[src/sv/max_heap_priority_queue_assert.svh]
// Assertion macros shared by the priority queue modules.
`ifndef MAX_HEAP_PRIORITY_QUEUE_ASSERT_SVH
`define MAX_HEAP_PRIORITY_QUEUE_ASSERT_SVH

// Property checked at every clock edge outside reset.
`define MHPQ_ASSERT(lbl, prop, msg) \
  lbl: assert property (@(posedge clk_i) disable iff (!rst_ni) prop) \
    else $error(msg);

// Antecedent in one cycle implies consequent in the next.
`define MHPQ_ASSERT_NEXT(lbl, ante, cons, msg) \
  lbl: assert property (@(posedge clk_i) disable iff (!rst_ni) (ante) |=> (cons)) \
    else $error(msg);

`endif

[src/sv/mhpq_pkg.sv]
// Types and constants shared by the priority queue modules.
package mhpq_pkg;

  localparam int unsigned KeyW   = 32;
  localparam int unsigned EntryW = 8;

  // Command codes of the input word
  typedef enum logic {
    CMD_INSERT  = 1'b0,
    CMD_REPLACE = 1'b1
  } command_e;

  // Result status codes
  typedef enum logic [1:0] {
    ST_OK    = 2'd0,
    ST_FULL  = 2'd1,
    ST_EMPTY = 2'd2
  } status_e;

  // Input word
  typedef struct packed {
    logic                   command;
    logic signed [KeyW-1:0] value;
  } in_word_t;

  // Result word
  typedef struct packed {
    logic [1:0]             status;
    logic signed [KeyW-1:0] top_value;
    logic [EntryW-1:0]      entry_total;
  } out_word_t;

  // Controller to datapath commands
  typedef struct packed {
    logic    set_status;
    status_e status;
    logic    start_ins;
    logic    start_rep;
    logic    up_read;
    logic    up_move;
    logic    dn_read;
    logic    dn_move;
    logic    place;
  } dp_cmd_t;

  // Datapath to controller status
  typedef struct packed {
    logic full;
    logic empty;
    logic at_root;
    logic parent_less;
    logic child_better;
  } dp_stat_t;

endpackage

[src/sv/mhpq_ctrl.sv]
// Heap controller: sequences insert sift-up and replace sift-down.
`include "max_heap_priority_queue_assert.svh"

module mhpq_ctrl (
  input  logic               clk_i,
  input  logic               rst_ni,
  input  logic               start_i,
  input  logic               command_i,
  input  mhpq_pkg::dp_stat_t stat_i,
  output mhpq_pkg::dp_cmd_t  cmd_o,
  output logic               busy_o,
  output logic               done_o
);

  typedef enum logic [5:0] {
    S_IDLE   = 6'b000001,
    S_UP_RD  = 6'b000010,
    S_UP_CMP = 6'b000100,
    S_DN_RD  = 6'b001000,
    S_DN_CMP = 6'b010000,
    S_RESP   = 6'b100000
  } state_e;

  state_e state_q, state_d;

  // Next state and datapath commands
  always_comb begin
    state_d       = state_q;
    cmd_o         = '0;
    cmd_o.status  = mhpq_pkg::ST_OK;
    unique case (state_q)
      S_IDLE: begin
        if (start_i) begin
          cmd_o.set_status = 1'b1;
          if (command_i == mhpq_pkg::CMD_INSERT) begin
            if (stat_i.full) begin
              cmd_o.status = mhpq_pkg::ST_FULL;
              state_d      = S_RESP;
            end else begin
              cmd_o.start_ins = 1'b1;
              state_d         = S_UP_RD;
            end
          end else begin
            if (stat_i.empty) begin
              cmd_o.status = mhpq_pkg::ST_EMPTY;
              state_d      = S_RESP;
            end else begin
              cmd_o.start_rep = 1'b1;
              state_d         = S_DN_RD;
            end
          end
        end
      end
      // Hole at the root ends the climb, else fetch the parent
      S_UP_RD: begin
        if (stat_i.at_root) begin
          cmd_o.place = 1'b1;
          state_d     = S_RESP;
        end else begin
          cmd_o.up_read = 1'b1;
          state_d       = S_UP_CMP;
        end
      end
      // Smaller parent drops into the hole
      S_UP_CMP: begin
        if (stat_i.parent_less) begin
          cmd_o.up_move = 1'b1;
          state_d       = S_UP_RD;
        end else begin
          cmd_o.place = 1'b1;
          state_d     = S_RESP;
        end
      end
      S_DN_RD: begin
        cmd_o.dn_read = 1'b1;
        state_d       = S_DN_CMP;
      end
      // Larger child rises into the hole
      S_DN_CMP: begin
        if (stat_i.child_better) begin
          cmd_o.dn_move = 1'b1;
          state_d       = S_DN_RD;
        end else begin
          cmd_o.place = 1'b1;
          state_d     = S_RESP;
        end
      end
      S_RESP: begin
        state_d = S_IDLE;
      end
      default: begin
        state_d = S_IDLE;
      end
    endcase
  end

  always_ff @(posedge clk_i or negedge rst_ni) begin
    if (!rst_ni) begin
      state_q <= S_IDLE;
    end else begin
      state_q <= state_d;
    end
  end

  assign busy_o = state_q != S_IDLE;
  assign done_o = state_q == S_RESP;

  `MHPQ_ASSERT_NEXT(a_accept_busy, start_i && !busy_o, busy_o, "accepted word did not raise busy")
  `MHPQ_ASSERT_NEXT(a_done_idle, done_o, !busy_o && !done_o, "no return to idle after result")
  `MHPQ_ASSERT(a_one_write, $onehot0({cmd_o.up_move, cmd_o.dn_move, cmd_o.place}), "two store writes in one cycle")

endmodule

[config.mk]
export PLATFORM = sky130hd
export DESIGN_NAME = mhpq_ctrl
export DESIGN_NICKNAME = d
export VERILOG_FILES = /design/src/sv/mhpq_pkg.sv /design/src/sv/mhpq_ctrl.sv
export VERILOG_INCLUDE_DIRS = /design/src /design/src/sv
export SDC_FILE = /design/constraint.sdc
export NUM_CORES = 1
export LEC_CHECK = 0
export ABC_CLOCK_PERIOD_IN_PS = 1670
export BUFFER_PORTS_ARGS = -buffer_cell sky130_fd_sc_hd__clkbuf_2
export CORE_AREA = 3 3 40 42
export DETAILED_ROUTE_END_ITERATION = 8
export DIE_AREA = 0 0 43 45
export PLACE_DENSITY = 0.66
export SETUP_SLACK_MARGIN = 0.15
export SYNTH_ARGS = -nofsm -noshare
export SYNTH_HDL_FRONTEND = slang
export SYNTH_SLANG_ARGS = --single-unit
[constraint.sdc]
create_clock -name clk_i -period 1.67 [get_ports clk_i]
set_input_delay 0.0835 -clock clk_i [delete_from_list [all_inputs] [get_ports clk_i]]
set_output_delay 0.0835 -clock clk_i [all_outputs]
set_load 0.005 [all_outputs]
==> impl_metrics.csv, run 1 <==
group,metric,value,unit
outcome,status,"finished, final reports clean",
setup_path,cp_num_cells,4,
setup_path,crit_path_start_kind,"flop",
power_and_ir_drop,swShare,0.3986,
placed_design,portBuffers,20,
timing,hold_slack,0.05629,ns
power_and_ir_drop,switchingPower,423.5,uW
setup_path,worst-path-buf-inv,1,
placed_design,place_ws,0.1402,ns
logic_synthesis,synthTopCellsByArea,"dfrtp_1 28%, nor2_1 7.5%, dfstp_2 5.8%",
floorplanning,die_area,1935,um^2
grt,antenna_found_initial,0,
logic_synthesis,synthArstFlopShare,1.000,
clock_tree,cts.sinks,6,
cells_and_area,final_common_cell,"clkbuf_2",
logic_synthesis,synth.distinct_cells,30,
cells_and_area,areaGrowthSynthToFinish,58.17,%
logic_synthesis,synth-warning-count,0,
cells_and_area,largest_reg_flops,6,
timing,period_minus_slack,1.635,ns
logic_synthesis,synth_edf_count,0,
timing,fin_ws,0.03458,ns
placed_design,placed_area,578.1,um^2
route,wirelength,1210,um
cells_and_area,fin_cells,99,
route,wl_per_cell,12.22,um
floorplanning,core_area,1285,um^2
clock_tree,clockRootBuffer,"clkbuf_4",
run,maxCapViolCount,0,
setup_path,path_cells,"nor4_2 > nand2_1 > o211ai_1 > clkbuf_2",
timing,fin_crit_sh,0.9793,
hold_path,worstHoldPathType,"in -> reg",
clock_tree,cts_tree,"built",
grt,grt_pass1_wl,1842,um
power_and_ir_drop,p_seq_frac,0.267,
route,drc,0,
cells_and_area,multiInputGateArea,332.8,um^2
setup_path,slowest_stage,"dfrtp_2",
logic_synthesis,syn-num-nets,60,
setup_path,critical-path-max-stage-delay,0.46,ns
floorplanning,die_y,45,um
cells_and_area,fin_area,714.4,um^2
cells_and_area,n_antenna_cell,0,
timing,setup-tns-final,0,ns
route,viasPerCell,4.960,
power_and_ir_drop,power.total,1.062,mW
route,drt_iter0_drc,1,
logic_synthesis,synthFlopType,"dfrtp_1",
placed_design,dp.cells,87,
route,antenna_left,0,
logic_synthesis,synth-seq-cells,6,
clock_tree,cts_max_level,1,
timing,finalHoldViolations,0,
cells_and_area,drive_above_1_share,0.6310,
placed_design,gp_congestion,0.7946,
cells_and_area,seq_area,155.1,um^2
setup_path,worstPathRequired,1.59,ns
logic_synthesis,syn_inst,51,
setup_path,cp_top_family,"simple AND/OR/NAND/NOR gates",
cells_and_area,fillCellCount,126,
setup_path,path_max_fanout,5,
floorplanning,initial_core_util,0.3515,
timing,rsz0062_at_grt,"true",
timing,fmax,611.5,MHz
floorplanning,pin_count,21,
power_and_ir_drop,p_per_area,1487,nW/um^2
grt,grt_pass1_vias,461,
power_and_ir_drop,power_frac_comb,0.601,
clock_tree,clkTransAtPathRegs,0.05,ns
timing,slew_viol_final,0,
grt,overflow,0,
clock_tree,clk_latency,0.24,ns
cells_and_area,regMostFlops,"state_q",
placed_design,dp_hpwl,850,um
grt,grt_max_degree,7,
hold_path,worstHoldPathCells,2,
floorplanning,die_x,43,um
timing,finalSetupViolCount,0,
power_and_ir_drop,vdd.ir_drop.worst,0.0007732,V
setup_path,cp.arrival,1.55,ns
power_and_ir_drop,pwr-share-clk,0.132,
logic_synthesis,synth_seq_area_share,0.3352,
cells_and_area,final_util,0.5560,
setup_path,r2r_cells,5,
power_and_ir_drop,p_leak,0.3685,nW
logic_synthesis,synth_area_leader_cell,"dfrtp_1",
setup_path,reg2reg_slack,0.12,ns
clock_tree,numCtsBuffers,3,
timing,maxSlewHeadroom,0.7912,
setup_path,path_class,"reg -> out",
route,dr.pass1.iters,3,
timing,worstMarginPinSlew,0.3084,ns
clock_tree,cts.path.max_buffers,2,
timing,fin_skew,0.005859,ns
route,vias,491,
floorplanning,rows,13,
cells_and_area,nets,94,
power_and_ir_drop,p_int,638.8,uW
logic_synthesis,synth_top_area_share,0.2770,
grt,grtUsageTotal,0.1290,
logic_synthesis,synth.avg_cell_area,8.857,um^2
setup_path,endpoint_kind,"primary output",
cells_and_area,mostFrequentLayoutCells,"16 x clkbuf_2, 9 x nor2_1, 8 x buf_4",
logic_synthesis,synth.cell_area,451.7,um^2
cells_and_area,top_regs,"state_q x6",
[final timing paths]
check,startpoint,endpoint
max,state_q[1],cmd_o[0]
min,stat_i[2],state_q[2]
max reg2reg,state_q[2],state_q[5]
min reg2reg,state_q[5],state_q[0]
max in group asynchronous,rst_ni,state_q[0]
min in group asynchronous,rst_ni,state_q[5]
[layer usage]
layer / track usage / up-vias / share of wire
met1: 0.1422 / 228 / 0.42
met2: 0.2335 / 10 / 0.52
met5: 0 / - / 0
li1: - / 249 / -
met3: 0.03586 / 4 / 0.036
met4: 0.05422 / 0 / 0.029
[layout make-up]
type	instances	share of cell area
clock buffer	4	0.03678
timing repair buffer	29	0.2382
inverter	3	0.01576
multi-input combinational	42	0.4658
sequential	6	0.2172
tap	15	0.02627
[what timing repair did]
item	CTS	global route
pin swaps	8	1
resized for setup	5	10
endpoints found under the setup margin	8	12
hold buffers	1	0
setup buffers	6	1
hold endpoints to repair	6	0
[cells by family after synthesis]
family                 Yosys count  share of synthesized area
AO/OA/AOI/OAI                    9                     0.1607
AND/OR/NAND/NOR                 33                     0.4792
buffers and inverters            3                    0.02493
flip-flops                       6                     0.3352
[cell usage after synthesis, drive strengths merged, types with 2 or more instances]
cell,count
and3,3
and2,3
nand2,4
nor2,9
a21oi,2
nor4,2
nor3,2
nor2b,2
o21ai,2
inv,3
dfrtp,5
and2b,2
[power by group through the flow]
| stage | logic, mW | clock network [mW] | registers [mW] |
|---|---|---|---|
| floorplan | 0.363 | 0 | 0.243 |
| global placement | 0.504 | 0 | 0.254 |
| detailed placement | 0.509 | 0 | 0.255 |
| CTS | 0.600 | 0.148 | 0.259 |
| global route | 0.699 | 0.160 | 0.289 |
| finish | 0.638 | 0.141 | 0.284 |
[worst reg2reg max path, delay by kind of cell (launching register included)]
| kind | cells | cell delay (ns) |
|---|---|---|
| buffers and inverters | 1 | 0.15 |
| flip-flops | 1 | 0.42 |
| AND/OR/NAND/NOR | 1 | 0.21 |
| AO/OA/AOI/OAI | 3 | 0.71 |
No activity file was read; power rests on OpenSTA's default activity.
==> run 2, diff against run 1 <==
==> constraint.sdc (replaced) <==
create_clock -name clk_i -period 1.67 [get_ports clk_i]
set_input_delay 0.2505 -clock clk_i [delete_from_list [all_inputs] [get_ports clk_i]]
set_output_delay 0.2505 -clock clk_i [all_outputs]
set_load 0.005 [all_outputs]
==> run 2 against run 1 <==
Effect of this change: the flow now finishes with violations (setup timing); hold slack improved by 0.15 ns; critical path depth rose by 1; sequential power barely moved; via count rose by 4.7%; sequential share of layout area fell by 2.2 points; clock skew rose by 0.00068 ns; register-to-register slack barely moved.
==> impl_metrics.csv, run 2 (synthesis gave the netlist of run 1 again) <==
group,metric,value,unit
outcome,status,"finished, violations left",
outcome,violations,"setup timing",
run,maxCapViolCount,0,
power_and_ir_drop,vdd.ir_drop.worst,0.0008996,V
route,wl_per_cell,12.64,um
timing,period_minus_slack,1.768,ns
setup_path,path_class,"reg -> out",
power_and_ir_drop,p_int,720.2,uW
clock_tree,clockRootBuffer,"clkbuf_4",
power_and_ir_drop,pwr-share-clk,0.119,
clock_tree,cts_max_level,1,
timing,fin_crit_sh,1.059,
floorplanning,rows,13,
timing,fmax,565.5,MHz
setup_path,path_max_fanout,5,
clock_tree,cts.sinks,6,
route,drc,0,
setup_path,r2r_cells,5,
setup_path,reg2reg_slack,0.13,ns
cells_and_area,fin_cells,104,
cells_and_area,areaGrowthSynthToFinish,77.01,%
placed_design,dp.cells,88,
floorplanning,die_area,1935,um^2
grt,overflow,0,
placed_design,dp_hpwl,832,um
hold_path,hold_start,"stat_i[2]",
cells_and_area,mostFrequentLayoutCells,"15 x clkbuf_2, 12 x buf_4, 9 x nor2_1",
power_and_ir_drop,swShare,0.3963,
setup_path,cp.arrival,1.52,ns
route,wirelength,1315,um
route,dr.pass1.iters,1,
grt,antenna_found_initial,0,
grt,grt_pass1_wl,1807,um
timing,setup-tns-final,-0.3124,ns
cells_and_area,largest_reg_flops,6,
hold_path,whs_endpoint,"state_q[2]",
power_and_ir_drop,p_per_area,1492,nW/um^2
floorplanning,pin_count,21,
placed_design,portBuffers,20,
power_and_ir_drop,p_leak,0.3976,nW
cells_and_area,regMostFlops,"state_q",
floorplanning,initial_core_util,0.3515,
grt,grtUsageTotal,0.1309,
cells_and_area,top_regs,"state_q x6",
setup_path,crit_path_start_kind,"flop",
timing,finalSetupViolCount,8,
placed_design,gp_congestion,0.7917,
power_and_ir_drop,switchingPower,472.7,uW
cells_and_area,fillCellCount,112,
power_and_ir_drop,p_seq_frac,0.238,
clock_tree,clkTransAtPathRegs,0.05,ns
cells_and_area,nets,99,
hold_path,worstHoldPathType,"in -> reg",
route,drt_iter0_drc,0,
timing,rsz0062_at_grt,"true",
timing,maxSlewHeadroom,0.8207,
cells_and_area,fin_area,799.5,um^2
timing,fin_ws,-0.09849,ns
power_and_ir_drop,power_frac_comb,0.643,
floorplanning,die_x,43,um
setup_path,rr_startpoint,"state_q[4]",
grt,grt_pass1_vias,451,
clock_tree,numCtsBuffers,3,
floorplanning,die_y,45,um
timing,slew_viol_final,0,
setup_path,worstPathRequired,1.42,ns
clock_tree,clk_latency,0.25,ns
cells_and_area,n_antenna_cell,0,
cells_and_area,drive_above_1_share,0.7303,
setup_path,endpoint_kind,"primary output",
cells_and_area,multiInputGateArea,375.4,um^2
clock_tree,cts.path.max_buffers,2,
placed_design,placed_area,585.6,um^2
cells_and_area,final_common_cell,"clkbuf_2",
grt,grt_max_degree,7,
floorplanning,core_area,1285,um^2
timing,worstMarginPinSlew,0.2670,ns
cells_and_area,seq_area,156.4,um^2
timing,fin_skew,0.006536,ns
hold_path,worstHoldPathCells,2,
clock_tree,cts_tree,"built",
route,antenna_left,0,
route,vias,514,
setup_path,reg2reg_to,"state_q[5]",
timing,finalHoldViolations,0,
route,viasPerCell,4.942,
-- run 2: worst max-delay path by stage --
stage               start  endpoint  depth (start not counted)
2_1_floorplan  state_q[5]  cmd_o[5]                          4
3_3_place_gp   state_q[5]  cmd_o[5]                          5
3_5_place_dp   state_q[5]  cmd_o[5]                          5
4_1_cts        state_q[5]  cmd_o[5]                          5
5_1_grt        state_q[4]  cmd_o[5]                          5
6_report       state_q[0]  cmd_o[5]                          5
-- run 2: power by group through the flow --
stage | registers (mW) | clock network (mW) | logic (mW)
final | 0.284 | 0.142 | 0.768
after global routing | 0.292 | 0.161 | 0.834
after CTS | 0.278 | 0.153 | 0.638
after detailed placement | 0.257 | 0 | 0.514
after global placement | 0.254 | 0 | 0.515
after floorplan | 0.243 | 0 | 0.363
-- run 2: metal layers --
metal / up-vias / track usage / share of wire
met5: - / 0 / 0
met1: 241 / 0.1330 / 0.38
met4: 0 / 0.09036 / 0.023
met3: 5 / 0.05976 / 0.046
li1: 257 / - / -
met2: 11 / 0.2156 / 0.55
-- run 2: critical path, stage by stage, from the launching register on --
cell     delay [ns]
dfstp_2        0.58
nor2b_2        0.19
and2_4         0.17
nand2_4        0.06
nor3b_2        0.14
buf_2          0.12
-- run 2: area by class of cell --
class                      count  share of cell area
inverter                       3             0.01408
tap                           15             0.02347
timing repair buffer          34              0.2645
sequential                     6              0.1956
clock buffer                   4             0.03286
multi-input combinational     42              0.4695
-- run 2: stage by stage --
stage                     worst slack (ns)    util  power [mW]  hold slack, ns
after floorplan                     0.1686       -      0.6056        -0.04509
after global placement             0.09480  0.4557      0.7695         0.07974
after detailed placement           0.09113  0.4557      0.7710         0.08034
after CTS                          -0.1103  0.5482       1.069          0.1919
after global routing               -0.1875  0.6222       1.287          0.2017
final                             -0.09849  0.6222       1.193          0.2097
-- run 2: timing repair --
item	in CTS	in global routing
endpoints found under the setup margin	12	13
setup buffers	5	6
cloned	0	0
hold buffers	1	0
pin swaps	9	8
gates resized for setup	10	19
hold endpoints to repair	5	0
==> run 3, diff against run 2 <==
--- a/config.mk
+++ b/config.mk
@@ -8,10 +8,13 @@
 export LEC_CHECK = 0
 export ABC_CLOCK_PERIOD_IN_PS = 1670
 export BUFFER_PORTS_ARGS = -buffer_cell sky130_fd_sc_hd__clkbuf_2
-export CORE_AREA = 3 3 40 42
+export CELL_PAD_IN_SITES_DETAIL_PLACEMENT = 1
+export CELL_PAD_IN_SITES_GLOBAL_PLACEMENT = 2
+export CORE_ASPECT_RATIO = 1.2
+export CORE_MARGIN = 3
+export CORE_UTILIZATION = 24
 export DETAILED_ROUTE_END_ITERATION = 8
-export DIE_AREA = 0 0 43 45
-export PLACE_DENSITY = 0.66
+export PLACE_DENSITY = 0.8
 export SETUP_SLACK_MARGIN = 0.15
 export SYNTH_ARGS = -nofsm -noshare
 export SYNTH_HDL_FRONTEND = slang
==> run 3 against run 2 <==
Effect of this change: the flow still finishes with violations (setup timing); fmax is essentially flat; clock skew shrank 0.0026 ns; largest cell class unchanged; first-iteration DRC count unchanged.
==> impl_metrics.csv, run 3 (synthesis gave the netlist of run 1 again) <==
group,metric,value,unit
outcome,status,"finished, violations left",
outcome,violations,"setup timing",
timing,rsz0062_at_grt,"true",
route,wirelength,1504,um
timing,finalHoldViolations,0,
timing,worstMarginPinSlew,0.2928,ns
power_and_ir_drop,p_seq_frac,0.230,
power_and_ir_drop,p_per_area,1550,nW/um^2
route,drt_iter0_drc,0,
cells_and_area,n_antenna_cell,0,
run,maxCapViolCount,0,
power_and_ir_drop,vdd.ir_drop.worst,0.0006059,V
timing,setup-tns-final,-0.5325,ns
floorplanning,rows,16,
setup_path,path_max_fanout,5,
floorplanning,die_y,53.52,um
placed_design,portBuffers,20,
clock_tree,clk_latency,0.25,ns
setup_path,endpoint_kind,"primary output",
grt,grtUsageTotal,0.1414,
power_and_ir_drop,pwr-share-clk,0.119,
setup_path,crit_path_start_kind,"flop",
timing,period_minus_slack,1.769,ns
timing,finalSetupViolCount,9,
route,viasPerCell,4.769,
cells_and_area,nets,100,
grt,grt_pass1_wl,2470,um
clock_tree,numCtsBuffers,3,
setup_path,worstPathRequired,1.42,ns
clock_tree,clockRootBuffer,"clkbuf_4",
timing,hold_slack,0.1966,ns
clock_tree,clkTransAtPathRegs,0.05,ns
power_and_ir_drop,p_leak,0.4064,nW
setup_path,path_class,"reg -> out",
cells_and_area,fillCellCount,205,
cells_and_area,drive_above_1_share,0.7444,
timing,maxSlewHeadroom,0.8044,
cells_and_area,regMostFlops,"state_q",
cells_and_area,fin_cells,108,
power_and_ir_drop,swShare,0.3879,
timing,slew_viol_final,0,
power_and_ir_drop,switchingPower,487.4,uW
grt,grt_max_degree,7,
clock_tree,cts.sinks,6,
timing,fmax,565.2,MHz
power_and_ir_drop,power_frac_comb,0.651,
placed_design,dp.cells,92,
cells_and_area,fin_area,810.8,um^2
timing,fin_skew,0.003937,ns
route,drc,0,
route,dr.pass1.iters,1,
placed_design,placed_area,596.8,um^2
clock_tree,cts_tree,"built",
timing,fin_crit_sh,1.059,
cells_and_area,final_common_cell,"clkbuf_2",
floorplanning,core_area,1702,um^2
timing,fin_ws,-0.09919,ns
clock_tree,cts_max_level,1,
cells_and_area,top_regs,"state_q x6",
placed_design,gp_congestion,0.7975,
floorplanning,initial_core_util,0.2654,
cells_and_area,areaGrowthSynthToFinish,79.50,%
cells_and_area,seq_area,156.4,um^2
route,wl_per_cell,13.93,um
grt,overflow,0,
placed_design,dp_hpwl,1084,um
route,antenna_left,0,
route,vias,515,
cells_and_area,largest_reg_flops,6,
clock_tree,cts.path.max_buffers,2,
power_and_ir_drop,power.total,1.256,mW
setup_path,cp.arrival,1.52,ns
floorplanning,pin_count,21,
floorplanning,die_x,45.60,um
grt,grt_pass1_vias,566,
cells_and_area,mostFrequentLayoutCells,"15 x clkbuf_2, 13 x buf_4, 7 x nor2_1",
grt,antenna_found_initial,0,
power_and_ir_drop,p_int,769.0,uW
cells_and_area,multiInputGateArea,362.8,um^2
floorplanning,die_area,2441,um^2
hold_path,worstHoldPathType,"in -> reg",
## run 3: changes by cell type in the layout (fill, tap and decap cells not counted), sizes merged
cell  change
buf       +1
## run 3: power groups by stage
stage	registers, mW	logic [mW]	clock network [mW]
2_1_floorplan	0.243	0.363	0
6_report	0.289	0.818	0.150
5_1_grt	0.300	0.901	0.165
4_1_cts	0.273	0.637	0.158
3_5_place_dp	0.258	0.557	0
3_3_place_gp	0.258	0.548	0
## run 3: routing by layer
metal | track usage | wire length, um | up-vias
li1 | - | - | 257
met1 | 0.1556 | 567 | 239
met2 | 0.2419 | 820 | 17
met3 | 0.02721 | 99 | 2
met4 | 0.08780 | 17 | 0
met5 | 0 | 0 | -
## run 3: area by class of cell
class                      instances  area share
multi-input combinational         42      0.4475
timing repair buffer              35      0.2855
sequential                         6      0.1929
clock buffer                       4     0.03241
tap                               18     0.02778
inverter                           3     0.01389
## run 3: critical path, cell delays in order (launching register included)
cell and delay [ns]:
dfstp_2 0.60, nor2b_4 0.18, and2_4 0.16, buf_4 0.10, buf_6 0.09, inv_2 0.04
clkbuf_2 0.10
## run 3: worst paths after layout
kind	slack, ns	startpoint	endpoint	cells past startpoint
min	0.20	stat_i[2]	state_q[2]	2
max reg2reg	-0.02	state_q[4]	state_q[5]	8
max in group asynchronous	1.07	rst_ni	state_q[0]	2
min reg2reg	0.65	state_q[5]	state_q[0]	1
min in group asynchronous	0.36	rst_ni	state_q[4]	2
max	-0.1	state_q[0]	busy_o	6
## run 3: timing repair
action	4_1_cts	5_1_grt
gates resized for setup	9	18
hold buffers	1	0
pin swaps	10	2
endpoints found under the hold margin	5	0
setup buffers	7	4
endpoints found under the setup margin	12	14
## run 3: through the flow
step | utilization | setup slack (ns)
floorplan | - | 0.1686
global placement | 0.3507 | 0.07988
detailed placement | 0.3507 | 0.04102
CTS | 0.4228 | -0.1184
global route | 0.4765 | -0.1868
finish | 0.4765 | -0.09919
